### config.mk
export PLATFORM = sky130hd
export DESIGN_NAME = can_frame_deframer_flat
export DESIGN_NICKNAME = d
export VERILOG_FILES = /design/src/rtl/cfd_pkg.sv /design/src/rtl/cfd_if.sv /design/src/rtl/cfd_front.sv /design/src/rtl/cfd_queue.sv /design/src/rtl/cfd_back.sv /design/src/rtl/can_frame_deframer.sv /design/src/flat_wrapper.sv
export SDC_FILE = /design/constraint.sdc
export NUM_CORES = 1
export LEC_CHECK = 0
export BUFFER_PORTS_ARGS = -buffer_cell sky130_fd_sc_hd__buf_2
export CELL_PAD_IN_SITES_DETAIL_PLACEMENT = 1
export CELL_PAD_IN_SITES_GLOBAL_PLACEMENT = 1
export CORE_UTILIZATION = 51
export DETAILED_ROUTE_END_ITERATION = 10
export GPL_ROUTABILITY_DRIVEN = 0
export PLACE_DENSITY_LB_ADDON = 0.12
export SLEW_MARGIN = 20
export SYNTH_ARGS = -nofsm -noshare
export SYNTH_HDL_FRONTEND = slang
export SYNTH_SLANG_ARGS = --single-unit
export TNS_END_PERCENT = 50
### constraint.sdc
create_clock -name clk -period 11.6 [get_ports clk]
set_clock_uncertainty 0.05 [all_clocks]
set_input_delay 0.58 -clock clk [delete_from_list [all_inputs] [get_ports clk]]
set_output_delay 0.58 -clock clk [all_outputs]
set_load 0.005 [all_outputs]
### src/rtl/cfd_pkg.sv
// ----------------------------------------------------------------------------
// cfd_pkg: shared types and constants for the CAN frame deframer
// Frame layout constants, the queued frame record and the checksum function.
// ----------------------------------------------------------------------------
package cfd_pkg;

  localparam logic [3:0] FrameLast  = 4'd15;
  localparam logic [3:0] IdLast     = 4'd3;
  localparam logic [3:0] ExtPos     = 4'd4;
  localparam logic [3:0] RtrPos     = 4'd5;
  localparam logic [3:0] LenPos     = 4'd6;
  localparam logic [7:0] ByteMask   = 8'hff;
  localparam logic [7:0] MaxLen     = 8'd8;
  localparam int         DataBytes  = 8;
  localparam int         QueueDepth = 2;

  typedef struct packed {
    logic [11:0] sum;
    logic [7:0]  cks;
    logic [31:0] id;
    logic        ext;
    logic        rtr;
    logic [7:0]  len;
    logic [63:0] payload;
  } rec_t;

  function automatic logic [7:0] checksum_of(input logic [11:0] sum);
    logic [11:0] neg;
    neg = ~sum + 12'd1;
    if (sum > {4'd0, ByteMask}) begin
      checksum_of = neg[7:0];
    end else begin
      checksum_of = sum[7:0];
    end
  endfunction

endpackage

### src/rtl/cfd_if.sv
// ----------------------------------------------------------------------------
// cfd_in_if / cfd_out_if: valid/ready channels of the deframer
// Byte input channel and frame result channel.
// ----------------------------------------------------------------------------
interface cfd_in_if;
  logic       valid;
  logic       ready;
  logic [7:0] raw_byte;
  logic       start_of_frame;

  modport source (output valid, output raw_byte, output start_of_frame, input ready);
  modport sink   (input valid, input raw_byte, input start_of_frame, output ready);
endinterface

interface cfd_out_if;
  logic        valid;
  logic        ready;
  logic        frame_ok;
  logic [31:0] frame_id;
  logic        extended_flag;
  logic        remote_flag;
  logic [3:0]  data_length;
  logic        length_error;
  logic [63:0] data_bytes;

  modport source (output valid, output frame_ok, output frame_id, output extended_flag,
                  output remote_flag, output data_length, output length_error,
                  output data_bytes, input ready);
  modport sink   (input valid, input frame_ok, input frame_id, input extended_flag,
                  input remote_flag, input data_length, input length_error,
                  input data_bytes, output ready);
endinterface

### src/rtl/cfd_front.sv
// ----------------------------------------------------------------------------
// cfd_front: byte intake and frame assembly
// Tracks byte position, accumulates the frame fields and pushes one record
// to the queue when the checksum byte arrives.
// ----------------------------------------------------------------------------
module cfd_front
  import cfd_pkg::*;
(
  input  logic   clk,
  input  logic   rst_n,
  cfd_in_if.sink in_ch,
  input  logic   q_full,
  output logic   q_push,
  output rec_t   q_rec
);

  logic [3:0]  pos_r, pos_nxt;
  logic [11:0] sum_r, sum_nxt;
  logic [31:0] id_r, id_nxt;
  logic        ext_r, ext_nxt;
  logic        rtr_r, rtr_nxt;
  logic [7:0]  len_r, len_nxt;
  logic [63:0] pay_r, pay_nxt;

  logic       xfer;
  logic [3:0] pos;
  logic [2:0] lane;

  assign in_ch.ready = ~q_full;
  assign xfer        = in_ch.valid & in_ch.ready;
  assign pos         = in_ch.start_of_frame ? 4'd0 : pos_r;
  assign lane        = pos[2:0] + 3'd1;

  always_comb begin
    pos_nxt = pos_r;
    sum_nxt = sum_r;
    id_nxt  = id_r;
    ext_nxt = ext_r;
    rtr_nxt = rtr_r;
    len_nxt = len_r;
    pay_nxt = pay_r;
    q_push  = 1'b0;
    if (xfer) begin
      if (pos == 4'd0) begin
        sum_nxt = '0;
        id_nxt  = '0;
        ext_nxt = 1'b0;
        rtr_nxt = 1'b0;
        len_nxt = '0;
        pay_nxt = '0;
      end
      if (pos == FrameLast) begin
        q_push  = 1'b1;
        pos_nxt = 4'd0;
      end else begin
        sum_nxt = sum_nxt + {4'd0, in_ch.raw_byte};
        pos_nxt = pos + 4'd1;
        if (pos <= IdLast) begin
          id_nxt = {id_nxt[23:0], in_ch.raw_byte};
        end else if (pos == ExtPos) begin
          ext_nxt = |in_ch.raw_byte;
        end else if (pos == RtrPos) begin
          rtr_nxt = |in_ch.raw_byte;
        end else if (pos == LenPos) begin
          len_nxt = in_ch.raw_byte;
        end else begin
          pay_nxt[8*lane +: 8] = in_ch.raw_byte;
        end
      end
    end
  end

  always_comb begin
    q_rec.sum     = sum_r;
    q_rec.cks     = in_ch.raw_byte;
    q_rec.id      = id_r;
    q_rec.ext     = ext_r;
    q_rec.rtr     = rtr_r;
    q_rec.len     = len_r;
    q_rec.payload = pay_r;
  end

  always_ff @(posedge clk) begin
    if (!rst_n) begin
      pos_r <= '0;
    end else begin
      pos_r <= pos_nxt;
    end
    sum_r <= sum_nxt;
    id_r  <= id_nxt;
    ext_r <= ext_nxt;
    rtr_r <= rtr_nxt;
    len_r <= len_nxt;
    pay_r <= pay_nxt;
  end

endmodule

### src/rtl/cfd_queue.sv
// ----------------------------------------------------------------------------
// cfd_queue: frame record queue
// Small FIFO between frame assembly and result formatting.
// ----------------------------------------------------------------------------
module cfd_queue
  import cfd_pkg::*;
#(
  parameter int Depth = QueueDepth
)
(
  input  logic clk,
  input  logic rst_n,
  input  logic push,
  input  rec_t push_rec,
  output logic full,
  input  logic pop,
  output logic not_empty,
  output rec_t pop_rec
);

  localparam int PtrW = $clog2(Depth);
  localparam int CntW = $clog2(Depth + 1);
  localparam logic [PtrW-1:0] PtrLast = PtrW'(Depth - 1);

  rec_t            mem_r [Depth];
  logic [PtrW-1:0] wr_ptr_r, wr_ptr_nxt;
  logic [PtrW-1:0] rd_ptr_r, rd_ptr_nxt;
  logic [CntW-1:0] cnt_r, cnt_nxt;
  logic            do_push, do_pop;

  assign full      = (cnt_r == CntW'(Depth));
  assign not_empty = (cnt_r != '0);
  assign do_push   = push & ~full;
  assign do_pop    = pop & not_empty;
  assign pop_rec   = mem_r[rd_ptr_r];

  always_comb begin
    wr_ptr_nxt = wr_ptr_r;
    rd_ptr_nxt = rd_ptr_r;
    cnt_nxt    = cnt_r;
    if (do_push) begin
      wr_ptr_nxt = (wr_ptr_r == PtrLast) ? '0 : wr_ptr_r + 1'b1;
    end
    if (do_pop) begin
      rd_ptr_nxt = (rd_ptr_r == PtrLast) ? '0 : rd_ptr_r + 1'b1;
    end
    case ({do_push, do_pop})
      2'b10:   cnt_nxt = cnt_r + 1'b1;
      2'b01:   cnt_nxt = cnt_r - 1'b1;
      default: cnt_nxt = cnt_r;
    endcase
  end

  always_ff @(posedge clk) begin
    if (!rst_n) begin
      wr_ptr_r <= '0;
      rd_ptr_r <= '0;
      cnt_r    <= '0;
    end else begin
      wr_ptr_r <= wr_ptr_nxt;
      rd_ptr_r <= rd_ptr_nxt;
      cnt_r    <= cnt_nxt;
    end
    if (do_push) begin
      mem_r[wr_ptr_r] <= push_rec;
    end
  end

endmodule

### src/rtl/cfd_back.sv
// ----------------------------------------------------------------------------
// cfd_back: checksum check and result formatting
// Pops frame records, checks the checksum, clamps the length, masks the
// payload and holds the result in the output register.
// ----------------------------------------------------------------------------
module cfd_back
  import cfd_pkg::*;
(
  input  logic       clk,
  input  logic       rst_n,
  input  logic       q_not_empty,
  input  rec_t       q_rec,
  output logic       q_pop,
  cfd_out_if.source  out_ch
);

  logic        valid_r, valid_nxt;
  logic        ok_r;
  logic [31:0] id_r;
  logic        ext_r;
  logic        rtr_r;
  logic [3:0]  len_r;
  logic        lerr_r;
  logic [63:0] data_r;

  logic        ok;
  logic        over;
  logic [3:0]  len_c;
  logic [63:0] data_c;

  assign q_pop     = q_not_empty & (~valid_r | out_ch.ready);
  assign valid_nxt = q_pop | (valid_r & ~out_ch.ready);

  assign ok    = (checksum_of(q_rec.sum) == q_rec.cks);
  assign over  = (q_rec.len > MaxLen);
  assign len_c = over ? MaxLen[3:0] : q_rec.len[3:0];

  always_comb begin
    data_c = q_rec.payload;
    for (int i = 0; i < DataBytes; i++) begin
      if (4'(i) >= len_c) begin
        data_c[8*i +: 8] = 8'd0;
      end
    end
  end

  always_ff @(posedge clk) begin
    if (!rst_n) begin
      valid_r <= 1'b0;
    end else begin
      valid_r <= valid_nxt;
    end
    if (q_pop) begin
      ok_r   <= ok;
      id_r   <= ok ? q_rec.id : '0;
      ext_r  <= ok & q_rec.ext;
      rtr_r  <= ok & q_rec.rtr;
      len_r  <= ok ? len_c : '0;
      lerr_r <= ok & over;
      data_r <= ok ? data_c : '0;
    end
  end

  assign out_ch.valid         = valid_r;
  assign out_ch.frame_ok      = ok_r;
  assign out_ch.frame_id      = id_r;
  assign out_ch.extended_flag = ext_r;
  assign out_ch.remote_flag   = rtr_r;
  assign out_ch.data_length   = len_r;
  assign out_ch.length_error  = lerr_r;
  assign out_ch.data_bytes    = data_r;

endmodule

### src/rtl/can_frame_deframer.sv
// ----------------------------------------------------------------------------
// can_frame_deframer: 16-byte CAN frame record deframer
// Reassembles frame records from a byte stream and emits one checked result
// per frame.
//
// in_ch takes one byte per transfer; start_of_frame realigns the byte to
// position 0 and drops any partial frame. Without a marker the position wraps
// after byte 15. Bytes 0-14 cost no result; byte 15 (checksum) yields one.
// Throughput: one byte per cycle sustained while the queue is not full.
// The result of a frame passes through the queue and then the output register
// before it is valid on out_ch.
// A failed checksum gives frame_ok = 0 with all other fields zero.
// When out_ch stalls, results collect in the QUEUE_DEPTH-entry queue; in_ch
// drops ready only while that queue is full.
// Reset (rst_n low, synchronous) empties the queue and output register and
// returns the byte position to 0. QUEUE_DEPTH must be 2 or more.
// ----------------------------------------------------------------------------
module can_frame_deframer
  import cfd_pkg::*;
#(
  parameter int QUEUE_DEPTH = QueueDepth
)
(
  input  logic      clk,
  input  logic      rst_n,
  cfd_in_if.sink    in_ch,
  cfd_out_if.source out_ch
);

  logic q_push;
  logic q_full;
  logic q_pop;
  logic q_not_empty;
  rec_t push_rec;
  rec_t pop_rec;

  cfd_front u_front (
    .clk     (clk),
    .rst_n   (rst_n),
    .in_ch   (in_ch),
    .q_full  (q_full),
    .q_push  (q_push),
    .q_rec   (push_rec)
  );

  cfd_queue #(
    .Depth (QUEUE_DEPTH)
  ) u_queue (
    .clk       (clk),
    .rst_n     (rst_n),
    .push      (q_push),
    .push_rec  (push_rec),
    .full      (q_full),
    .pop       (q_pop),
    .not_empty (q_not_empty),
    .pop_rec   (pop_rec)
  );

  cfd_back u_back (
    .clk         (clk),
    .rst_n       (rst_n),
    .q_not_empty (q_not_empty),
    .q_rec       (pop_rec),
    .q_pop       (q_pop),
    .out_ch      (out_ch)
  );

endmodule

### src/flat_wrapper.sv
// flat-port wrapper written by rule: the top's interface ports become plain ports
module can_frame_deframer_flat import cfd_pkg::*;
#(
  parameter int QUEUE_DEPTH = QueueDepth
)
  (clk, rst_n, in_ch_valid, in_ch_raw_byte, in_ch_start_of_frame, in_ch_ready, out_ch_valid, out_ch_frame_ok, out_ch_frame_id, out_ch_extended_flag, out_ch_remote_flag, out_ch_data_length, out_ch_length_error, out_ch_data_bytes, out_ch_ready);
  cfd_in_if in_ch_i ();
  cfd_out_if out_ch_i ();
  input  logic clk;
  input  logic rst_n;
  input wire logic [$bits(in_ch_i.valid)-1:0] in_ch_valid;
  input wire logic [$bits(in_ch_i.raw_byte)-1:0] in_ch_raw_byte;
  input wire logic [$bits(in_ch_i.start_of_frame)-1:0] in_ch_start_of_frame;
  output wire logic [$bits(in_ch_i.ready)-1:0] in_ch_ready;
  output wire logic [$bits(out_ch_i.valid)-1:0] out_ch_valid;
  output wire logic [$bits(out_ch_i.frame_ok)-1:0] out_ch_frame_ok;
  output wire logic [$bits(out_ch_i.frame_id)-1:0] out_ch_frame_id;
  output wire logic [$bits(out_ch_i.extended_flag)-1:0] out_ch_extended_flag;
  output wire logic [$bits(out_ch_i.remote_flag)-1:0] out_ch_remote_flag;
  output wire logic [$bits(out_ch_i.data_length)-1:0] out_ch_data_length;
  output wire logic [$bits(out_ch_i.length_error)-1:0] out_ch_length_error;
  output wire logic [$bits(out_ch_i.data_bytes)-1:0] out_ch_data_bytes;
  input wire logic [$bits(out_ch_i.ready)-1:0] out_ch_ready;
  assign in_ch_i.valid = in_ch_valid;
  assign in_ch_i.raw_byte = in_ch_raw_byte;
  assign in_ch_i.start_of_frame = in_ch_start_of_frame;
  assign in_ch_ready = in_ch_i.ready;
  assign out_ch_valid = out_ch_i.valid;
  assign out_ch_frame_ok = out_ch_i.frame_ok;
  assign out_ch_frame_id = out_ch_i.frame_id;
  assign out_ch_extended_flag = out_ch_i.extended_flag;
  assign out_ch_remote_flag = out_ch_i.remote_flag;
  assign out_ch_data_length = out_ch_i.data_length;
  assign out_ch_length_error = out_ch_i.length_error;
  assign out_ch_data_bytes = out_ch_i.data_bytes;
  assign out_ch_i.ready = out_ch_ready;
  can_frame_deframer #(.QUEUE_DEPTH(QUEUE_DEPTH)) u_core (.clk(clk), .rst_n(rst_n), .in_ch(in_ch_i), .out_ch(out_ch_i));
endmodule
==> results of run 1 <==
[cells in the mapped netlist (all sizes together) (3+ instances only)]
cell,count
clkbuf,54
nor3b,6
edfxtp,474
nor3,47
a22oi,3
nor4b,35
o21ai,100
mux2i,110
a21oi,16
nand3,71
nand2,116
nand2b,3
dfxtp,10
and3,7
or3b,3
or3,7
inv,18
nor2,25
mux2,4
xor2,14
nor2b,5
a31oi,5
xnor2,16
buf,28
a22o,16
and2,13
nor4,43
ha,16
a21o,4
[worst max-delay path by stage]
stage | cells past startpoint | from | to | slack (ns)
2_1_floorplan | 4 | in_ch_valid | u_core.u_queue.mem_r[0][0]$_DFFE_PP_ | 2.07
3_3_place_gp | 10 | flop | u_core.u_back.out_ch.data_bytes[8]$_SDFFCE_PP0P_ | 7.12
3_5_place_dp | 8 | in_ch_start_of_frame | u_core.u_queue.mem_r[0][88]$_DFFE_PP_ | 6.97
4_1_cts | 10 | flop | u_core.u_back.out_ch.data_bytes[9]$_SDFFCE_PP0P_ | 7.02
5_1_grt | 10 | flop | u_core.u_back.out_ch.length_error$_DFFE_PP_ | 6.82
6_report | 8 | flop | u_core.u_back.out_ch.data_bytes[9]$_SDFFCE_PP0P_ | 7.03
[registers in the layout, summed over array words and instances, names as in the netlist, named ones only]
signal / flops
u_core.u_back.out_ch.data_bytes: 64
u_core.u_front.id_r: 32
u_core.u_back.out_ch.extended_flag: 1
u_core.u_back.out_ch.frame_ok: 1
u_core.u_queue.mem_r: 252
u_core.u_front.pos_r: 4
u_core.u_front.rtr_r: 1
u_core.u_front.pay_r: 64
u_core.u_queue.rd_ptr_r: 1
u_core.u_back.out_ch.length_error: 1
u_core.u_queue.cnt_r: 2
u_core.u_back.out_ch.frame_id: 32
u_core.u_back.out_ch.remote_flag: 1
u_core.u_front.len_r: 8
u_core.u_front.sum_r: 12
u_core.u_front.ext_r: 1
u_core.u_back.out_ch.data_length: 4
u_core.u_queue.wr_ptr_r: 1
u_core.u_back.out_ch.valid: 1
[critical path, cell delays in order, from the launching register on]
cell      delay (ns)
dfxtp_4         0.59
buf_4           0.72
or4b_1          0.53
a222oi_1        0.50
nor4_1          0.19
o21ai_4         0.17
buf_4           0.51
buf_4           0.75
nor4_1          0.14
[kinds of logic (layout without fill, tap and decap cells)]
logic type	Yosys count	count (layout)	share of synthesized area, %
flops	484	484	72.17
simple gates	392	392	12.36
compound gates	169	169	5.162
mux	114	114	5.731
buf+inv	101	239	2.165
xor+xnor	30	30	1.314
fa+ha+maj	17	17	1.101
[power by group through the flow]
stage               clock network, mW  registers, mW  logic (mW)
global placement                    0           2.16       0.475
global route                     1.50           2.14       0.519
detailed placement                  0           2.17       0.481
floorplan                           0           2.16       0.311
finish                           1.41           2.13       0.478
CTS                              1.44           2.13       0.485
[layer usage]
| metal | up-vias | part of all wire [%] |
|---|---|---|
| met2 | 255 | 49 |
| met5 | - | 0.026 |
| met4 | 2 | 2.7 |
| li1 | 5242 | - |
| met1 | 5758 | 45 |
| met3 | 80 | 4.1 |
[area by class of cell]
class                           instances  area, um^2  share of cell area (%)
Multi-Input combinational cell        722        5179                   23.07
Inverter                               19       73.82                  0.3289
Sequential cell                       484       14440                   64.32
Timing Repair Buffer                  136       725.7                   3.233
Clock buffer                           57        1214                   5.407
Tap cell                              518       648.1                   2.888
Clock inverter                         27       167.7                  0.7470
==> impl_metrics.py, run 1 <==
metrics = {
    "final_layout": {
        "drive_gt1_share_pct": 19.45,
        "final_area_um2": 22450,
        "final_cells": 1963,
        "syn2layout_area_growth_pct": 12.23,
        "postLayoutCoreUtil_pct": 58.08,
        "final_cell_mix": "474 x edfxtp_1, 118 x buf_2, 116 x nand2_1",
        "nNetsFinal": 1440,
        "final_common_cell": "edfxtp_1",
        "fillers": 3645,
        "antenna_cells": 0,
    },
    "route": {
        "postRouteAntennaNets": 0,
        "vias": 11340,
        "drt-initial-drc-count": 774,
        "totalWireLength_mm": 45.32,
        "drc": 0,
        "wl_per_cell_um": 23.09,
        "drt_first_pass_iters": 5,
        "via_per_inst": 5.775,
    },
    "timing": {
        "finalSetupViolCount": 0,
        "slew_headroom_pct": 23.78,
        "fmax_ghz": 0.2190,
        "worstMarginPinSlew_ns": 1.136,
        "final-max-slew-violation-count": 0,
        "final.setup.tns_ns": 0,
        "setup_ws_ns": 7.034,
        "fin_crit_ns": 4.566,
        "finalHoldViolCount": 0,
        "whs_ns": 0.2993,
        "rsz0062_at_grt": "false",
        "period_share_pct": 39.36,
    },
    "synthesis": {
        "syn_nets": 1337,
        "ys_ff_latch": 484,
        "ys_warn_count": 0,
        "netlist_area_um2": 20000,
        "synth.avg_cell_area_um2": 15.30,
        "yosysTopAreaCell": "edfxtp_1",
        "synthFlopType": "edfxtp_1",
        "synth.top_cell.area_share_pct": 71.17,
        "synthArstFlopShare_pct": 0,
        "synth_edf_count": 474,
        "synthCells": 1307,
        "synth_cell_types": 66,
        "synth.area.top_cells": "edfxtp_1 71%, mux2i_1 5.5%, o21ai_0 2.4%, nor4b_2 2.4%, nand2_1 2.2%",
        "ys_seq_area_share_pct": 72.17,
    },
    "floorplan": {
        "rows": 72,
        "die_w_um": 200.0,
        "core_um2": 38650,
        "die_area_um2": 40010,
        "pin_count": 119,
        "start_util_pct": 51.75,
        "die_h_um": 200.0,
    },
    "cts": {
        "clock-sinks": 484,
        "insertion_delay_ns": 0.58,
        "numCtsBuffers": 47,
        "clk_path_buf_depth": 3,
        "cts_tree": "done",
        "clk_pin_slew_ns": 0.06,
        "cts_setup_buffers": 0,
        "cts.repair.resized": 0,
        "hold_buffers": 0,
        "cts_root_buf": "clkbuf_16",
        "htreeDepth": 2,
    },
    "setup_path": {
        "critPathKind": "flop to flop",
        "crit_path_max_fanout": 62,
        "worstSetupEndpointType": "flop",
        "cp.required_ns": 11.83,
        "r2r_setup_slack_ns": 7.03,
        "reg2regPathDepth": 8,
        "worstPathArrival_ns": 4.79,
        "r2r-end": "u_core.u_back.out_ch.data_bytes[9]$_SDFFCE_PP0P_",
        "critPathLaunchType": "flop",
    },
    "hold_path": {
        "hold_path_startpoint": "rst_n",
        "min_path_cells": 2,
        "min_to": "u_core.u_back.out_ch.valid$_SDFF_PN0_",
        "hp-class": "input pin to flop",
    },
    "pwr": {
        "leakagePower_nw": 7.187,
        "power_density_nw_per_um2": 179.1,
        "fin_total_pwr_mw": 4.020,
        "p_switching_mw": 1.010,
        "pwr-share-seq_pct": 52.9,
        "clockPowerShare_pct": 35.2,
        "comb_power_share_pct": 11.9,
        "p_int_mw": 3.009,
        "p_sw_share_pct": 25.14,
        "vdd_ir_drop_max_mv": 0.1281,
    },
    "place": {
        "dp_slack_ns": 6.968,
        "io_buffers": 118,
        "place.detailed.hpwl_mm": 27.33,
        "postPlaceCellArea_um2": 21060,
        "dpl.cell_count": 1879,
    },
    "global_route": {
        "met3_usage_pct": 3.579,
        "antenna_found_initial": 1,
        "grt_pass1_vias": 11590,
        "grt_max_degree": 78,
        "grt_use_met1_pct": 31.43,
        "overflow": 0,
        "gr-usage-met2_pct": 37.83,
        "grt_pass1_wl_mm": 68.38,
        "grtUsageTotal_pct": 23.07,
        "grt-busiest-layer": "met2",
    },
    "run": {
        "max-cap-violations": 0,
    },
    "status": {
        "status": "finished, final reports clean",
    },
}
Power figures use the tool's default switching activity.
==> run 2, diff against run 1 <==
Settings changed: CORE_UTILIZATION 51 to 46.
Clock period 11.6 ns to 3.7 ns, I/O delays scaled along.
==> run 2 against run 1 <==
Net effect: non-clock buffer count rose by 27; utilization shrank 4.5 points; count of clock-buffer cells in the layout up 8; worst setup slack got worse by 6.8 ns; die area rose by 11%; sequential power rose to 3.1 times the previous value; critical path depth is 5 higher; cell area grew 2.6%; sequential share of layout area is 1.6 points lower; total power increased to 3.2 times the previous value; register-to-register slack lost 6.8 ns.
==> impl_metrics.py, run 2 (synthesis gave the netlist of run 1 again) <==
metrics = {
    "status": {
        "status": "finished, final reports clean",
    },
    "timing": {
        "worstMarginPinSlew_ns": 0.8800,
        "fin_crit_ns": 3.430,
        "fmax_ghz": 0.2915,
        "rsz0062_at_grt": "false",
        "final.setup.tns_ns": 0,
        "finalSetupViolCount": 0,
        "whs_ns": 0.04353,
        "final-max-slew-violation-count": 0,
        "slew_headroom_pct": 41.33,
        "period_share_pct": 92.71,
        "finalHoldViolCount": 0,
    },
    "cts": {
        "htreeDepth": 2,
        "clk_pin_slew_ns": 0.06,
        "cts_tree": "done",
        "clk_path_buf_depth": 3,
        "cts_root_buf": "clkbuf_16",
        "numCtsBuffers": 50,
        "cts_setup_buffers": 0,
        "clock-sinks": 484,
        "insertion_delay_ns": 0.59,
    },
    "setup_path": {
        "worstPathArrival_ns": 3.72,
        "critPathKind": "flop to flop",
        "cp.required_ns": 3.99,
        "worstPathCellList": "nor2b_2, inv_1, ha_2, nand2b_2, and2_1, ha_1, fa_1, a21o_1, a21oi_1, o21ai_0, a31oi_2, nor2_1, a211o_1",
        "critPathTopFamily": "compound AO/OA/AOI/OAI gates",
        "slowest_delay_ns": 0.41,
        "critical_path_buf_inv_count": 1,
        "critPathLaunchType": "flop",
        "crit_cells": 13,
        "slowest_stage": "fa_1",
        "reg2regPathDepth": 13,
        "worstSetupEndpointType": "flop",
        "crit_path_max_fanout": 8,
    },
    "final_layout": {
        "final_common_cell": "edfxtp_1",
        "nNetsFinal": 1470,
        "syn2layout_area_growth_pct": 15.18,
        "final_cells": 2063,
        "fillers": 4174,
        "final_cell_mix": "474 x edfxtp_1, 118 x buf_2, 115 x nand2_1",
        "drive_gt1_share_pct": 21.45,
        "regMostFlops": "u_core.u_queue.mem_r",
        "largest_reg_flops": 252,
        "antenna_cells": 0,
        "postLayoutCoreUtil_pct": 53.59,
    },
    "route": {
        "dr_wl_met3_mm": 1.664,
        "totalWireLength_mm": 45.81,
        "top_layer": "met4",
        "wl_per_cell_um": 22.20,
        "route.met2.wl_mm": 22.40,
        "vias": 11420,
        "postRouteAntennaNets": 0,
        "drt-initial-drc-count": 637,
        "via_per_inst": 5.536,
        "wl_met1_mm": 20.62,
        "drc": 0,
        "drt_first_pass_iters": 5,
    },
    "floorplan": {
        "die_w_um": 210.5,
        "core_um2": 42980,
        "start_util_pct": 46.53,
        "pin_count": 119,
        "die_h_um": 210.5,
        "rows": 76,
        "die_area_um2": 44310,
    },
    "pwr": {
        "vdd_ir_drop_max_mv": 0.5622,
        "clockPowerShare_pct": 36.1,
        "leakagePower_nw": 7.410,
        "p_switching_mw": 3.243,
        "p_int_mw": 9.620,
        "power_density_nw_per_um2": 558.4,
        "comb_power_share_pct": 12.1,
        "p_sw_share_pct": 25.21,
        "pwr-share-seq_pct": 51.8,
    },
    "global_route": {
        "antenna_found_initial": 0,
        "grt_pass1_wl_mm": 70.97,
        "grt_max_degree": 106,
        "grtUsageTotal_pct": 21.21,
        "grt_pass1_vias": 11830,
        "overflow": 0,
    },
    "place": {
        "place.detailed.hpwl_mm": 28.95,
        "io_buffers": 118,
        "dpl.cell_count": 1969,
    },
    "run": {
        "max-cap-violations": 0,
    },
    "hold_path": {
        "min_path_cells": 1,
        "hp-class": "input pin to flop",
    },
}
run 2: cell types whose count changed in the layout (fill, tap and decap cells not counted), sizes merged:
cell,change
buf,+23
bufinv,-1
clkbuf,+8
clkinv,-4
clkinvlp,+3
dlygate4sd3,+4
run 2: final cells by class:
type	instances	area, um^2	area share (%)
flip-flops and latches	484	14440	62.68
multi-input cells	722	5210	22.62
clock buffers	65	1329	5.769
repair buffers	163	1089	4.726
well taps	585	732.0	3.178
clock inverters	25	161.4	0.7007
inverters	19	75.07	0.3259
run 2: metal layers:
metal / vias to the layer above / global-route usage (%)
li1: 5312 / -
met1: 5824 / 29.01
met2: 220 / 35.19
met3: 65 / 3.024
met4: 0 / 6.622
met5: - / 0
run 2: final timing paths:
check | end | slack [ns] | start
min reg2reg | u_core.u_queue.mem_r[1][36]$_DFFE_PP_ | 0.42 | u_core.u_front.pay_r[36]$_DFFE_PP_
max | u_core.u_front.sum_r[8]$_DFFE_PP_ | 0.27 | u_core.u_front.pos_r[0]$_SDFFE_PN0P_
max reg2reg | u_core.u_front.sum_r[8]$_DFFE_PP_ | 0.27 | u_core.u_front.pos_r[0]$_SDFFE_PN0P_
min | u_core.u_queue.mem_r[0][106]$_DFFE_PP_ | 0.04 | in_ch_raw_byte[0]
run 2: per-stage QoR:
| step | area (um^2) | power, mW | worst slack (ns) |
|---|---|---|---|
| 2_1_floorplan | 20030 | 7.733 | -0.8858 |
| 3_3_place_gp | 21490 | 8.313 | 0.2674 |
| 3_5_place_dp | 21490 | 8.360 | 0.09446 |
| 4_1_cts | 23020 | 13.02 | 0.08810 |
| 5_1_grt | 23030 | 13.33 | 0.06405 |
| 6_report | 23030 | 12.86 | 0.2698 |
run 2: what timing repair did:
item                                   4_1_cts  5_1_grt
endpoints found under the hold margin       10        0
hold buffers                                 4        0
gates resized for setup                      0        3
setup endpoints to repair                    0        5
run 2: power by group through the flow:
stage	Combinational [mW]	Sequential [mW]	Clock [mW]
5_1_grt	1.69	6.70	4.94
3_5_place_dp	1.58	6.78	0
4_1_cts	1.59	6.67	4.77
3_3_place_gp	1.55	6.76	0
6_report	1.56	6.66	4.64
2_1_floorplan	0.981	6.75	0
==> run 3, diff against run 2 <==
Settings changed: BUFFER_PORTS_ARGS -buffer_cell sky130_fd_sc_hd__buf_2 to default, CORE_UTILIZATION 46 to 48, DONT_BUFFER_PORTS from default to 1.
==> run 3 against run 2 <==
Net effect: wire length decreased by 0.56%; first-iteration DRC count grew 35%; maximum frequency rose by 1.4%; worst setup slack improved by 0.046 ns; cell area shrank 2.7%; via count shrank 3.2%; register-to-register slack improved by 0.05 ns; cell count decreased by 7.9%.
==> impl_metrics.py, run 3 (synthesis gave the netlist of run 1 again) <==
metrics = {
    "pwr": {
        "p_int_mw": 9.571,
        "clockPowerShare_pct": 36.8,
        "power_density_nw_per_um2": 570.9,
        "fin_total_pwr_mw": 12.79,
        "leakagePower_nw": 6.966,
        "vdd_ir_drop_max_mv": 0.4457,
        "p_sw_share_pct": 25.20,
        "p_switching_mw": 3.224,
        "comb_power_share_pct": 10.6,
        "pwr-share-seq_pct": 52.7,
    },
    "global_route": {
        "grt_max_degree": 88,
        "grt_pass1_wl_mm": 69.76,
        "grt_pass1_vias": 11200,
        "grtUsageTotal_pct": 22.04,
        "overflow": 0,
        "antenna_found_initial": 0,
    },
    "final_layout": {
        "final_cells": 1899,
        "drive_gt1_share_pct": 14.34,
        "antenna_cells": 0,
        "final_cell_mix": "474 x edfxtp_1, 115 x nand2_1, 110 x mux2i_1",
        "nNetsFinal": 1358,
        "regMostFlops": "u_core.u_queue.mem_r",
        "largest_reg_flops": 252,
        "final_common_cell": "edfxtp_1",
        "fillers": 3841,
        "syn2layout_area_growth_pct": 12.06,
    },
    "run": {
        "max-cap-violations": 0,
    },
    "cts": {
        "htreeDepth": 2,
        "cts_tree": "done",
        "clock-sinks": 484,
        "insertion_delay_ns": 0.58,
        "clk_pin_slew_ns": 0.06,
        "cts_root_buf": "clkbuf_16",
        "cts.repair.resized": 0,
        "numCtsBuffers": 51,
        "clk_path_buf_depth": 3,
    },
    "route": {
        "drc": 0,
        "route.met2.wl_mm": 21.68,
        "dr_wl_met3_mm": 2.211,
        "wl_per_cell_um": 23.99,
        "postRouteAntennaNets": 0,
        "drt-initial-drc-count": 863,
        "top_layer": "met4",
        "via_per_inst": 5.819,
        "drt_first_pass_iters": 4,
        "wl_met1_mm": 20.88,
        "totalWireLength_mm": 45.55,
        "vias": 11050,
    },
    "setup_path": {
        "critPathKind": "flop to flop",
        "worstPathCellList": "nor2b_1, inv_1, ha_1, nand2b_2, and2_1, ha_1, fa_1, a21o_1, a21oi_1, o21ai_0, a31oi_1, nor2_1, a211o_1",
        "critPathLaunchType": "flop",
        "crit_path_max_fanout": 15,
        "worstSetupEndpointType": "flop",
        "slowest_stage": "fa_1",
        "cp.required_ns": 3.97,
        "slowest_delay_ns": 0.42,
        "crit_top_cell": "ha_1",
        "worstPathArrival_ns": 3.65,
    },
    "timing": {
        "finalHoldViolCount": 0,
        "finalSetupViolCount": 0,
        "period_share_pct": 91.46,
        "final-max-slew-violation-count": 0,
        "fin_crit_ns": 3.384,
        "worstMarginPinSlew_ns": 1.027,
        "rsz0062_at_grt": "false",
        "fmax_ghz": 0.2955,
        "slew_headroom_pct": 31.56,
    },
    "floorplan": {
        "die_w_um": 206.1,
        "die_h_um": 206.1,
        "die_area_um2": 42490,
        "rows": 74,
        "start_util_pct": 48.87,
        "pin_count": 119,
        "core_um2": 40920,
    },
    "place": {
        "place.detailed.hpwl_mm": 28.40,
        "io_buffers": 0,
        "dpl.cell_count": 1795,
    },
    "status": {
        "status": "finished, final reports clean",
    },
    "hold_path": {
        "hp-class": "input pin to flop",
    },
}
run 3: metal layers:
layer | global-route usage (%) | vias to the layer above
met5 | 0 | -
met4 | 4.989 | 0
met3 | 4.037 | 53
met2 | 35.09 | 250
met1 | 31.50 | 5665
li1 | - | 5083
run 3: metrics by stage:
step	hold slack [ns]	utilization (%)	setup TNS, ns	worst slack, ns	instance area [um^2]
after floorplan	0.2339	-	-166.83	-0.8858	20030
after global placement	0.2391	50.78	0	0.3919	20780
after detailed placement	0.2388	50.78	0	0.3149	20780
after CTS	0.01786	54.76	0	0.2899	22410
after global routing	0.05460	54.76	0	0.09196	22410
final	0.04153	54.76	0	0.3159	22410
run 3: what timing repair did:
action                                 CTS  global route
setup buffers                            0             0
hold buffers                            12             0
endpoints found under the hold margin  110             0
run 3: path summary, 6_finish.rpt:
check | from | to | slack, ns | cells after the start
setup reg to reg | u_core.u_front.pos_r[0]$_SDFFE_PN0P_ | u_core.u_front.sum_r[8]$_DFFE_PP_ | 0.32 | 13
hold reg to reg | u_core.u_front.pay_r[32]$_DFFE_PP_ | u_core.u_queue.mem_r[0][32]$_DFFE_PP_ | 0.42 | 0
setup / recovery | u_core.u_front.pos_r[0]$_SDFFE_PN0P_ | u_core.u_front.sum_r[8]$_DFFE_PP_ | 0.32 | 13
hold / removal | in_ch_raw_byte[5] | u_core.u_front.sum_r[5]$_DFFE_PP_ | 0.04 | 3
run 3: critical path, delay by kind of cell, from the launching register on:
family | cells | cell delay [ns]
AOI/OAI and AO/OA | 5 | 1.09
and+or+nand+nor | 4 | 0.67
buffers and inverters | 1 | 0.16
DFF | 1 | 0.33
adders and majority gates | 3 | 0.85
run 3: layout make-up:
type / instances / area [um^2] / share of cell area [%]
repair buffers: 50 / 530.5 / 2.367
clock inverters: 31 / 196.4 / 0.8765
flip-flops and latches: 484 / 14440 / 64.43
well taps: 532 / 665.6 / 2.970
inverters: 19 / 75.07 / 0.3350
multi-input cells: 722 / 5191 / 23.16
clock buffers: 61 / 1314 / 5.862
run 3: power groups by stage:
| stage | clock [mW] | sequential [mW] | combinational [mW] |
|---|---|---|---|
| final | 4.70 | 6.74 | 1.35 |
| after global routing | 4.99 | 6.79 | 1.47 |
| after CTS | 4.80 | 6.74 | 1.38 |
| after detailed placement | 0 | 6.85 | 1.33 |
| after global placement | 0 | 6.84 | 1.31 |
| after floorplan | 0 | 6.75 | 0.981 |
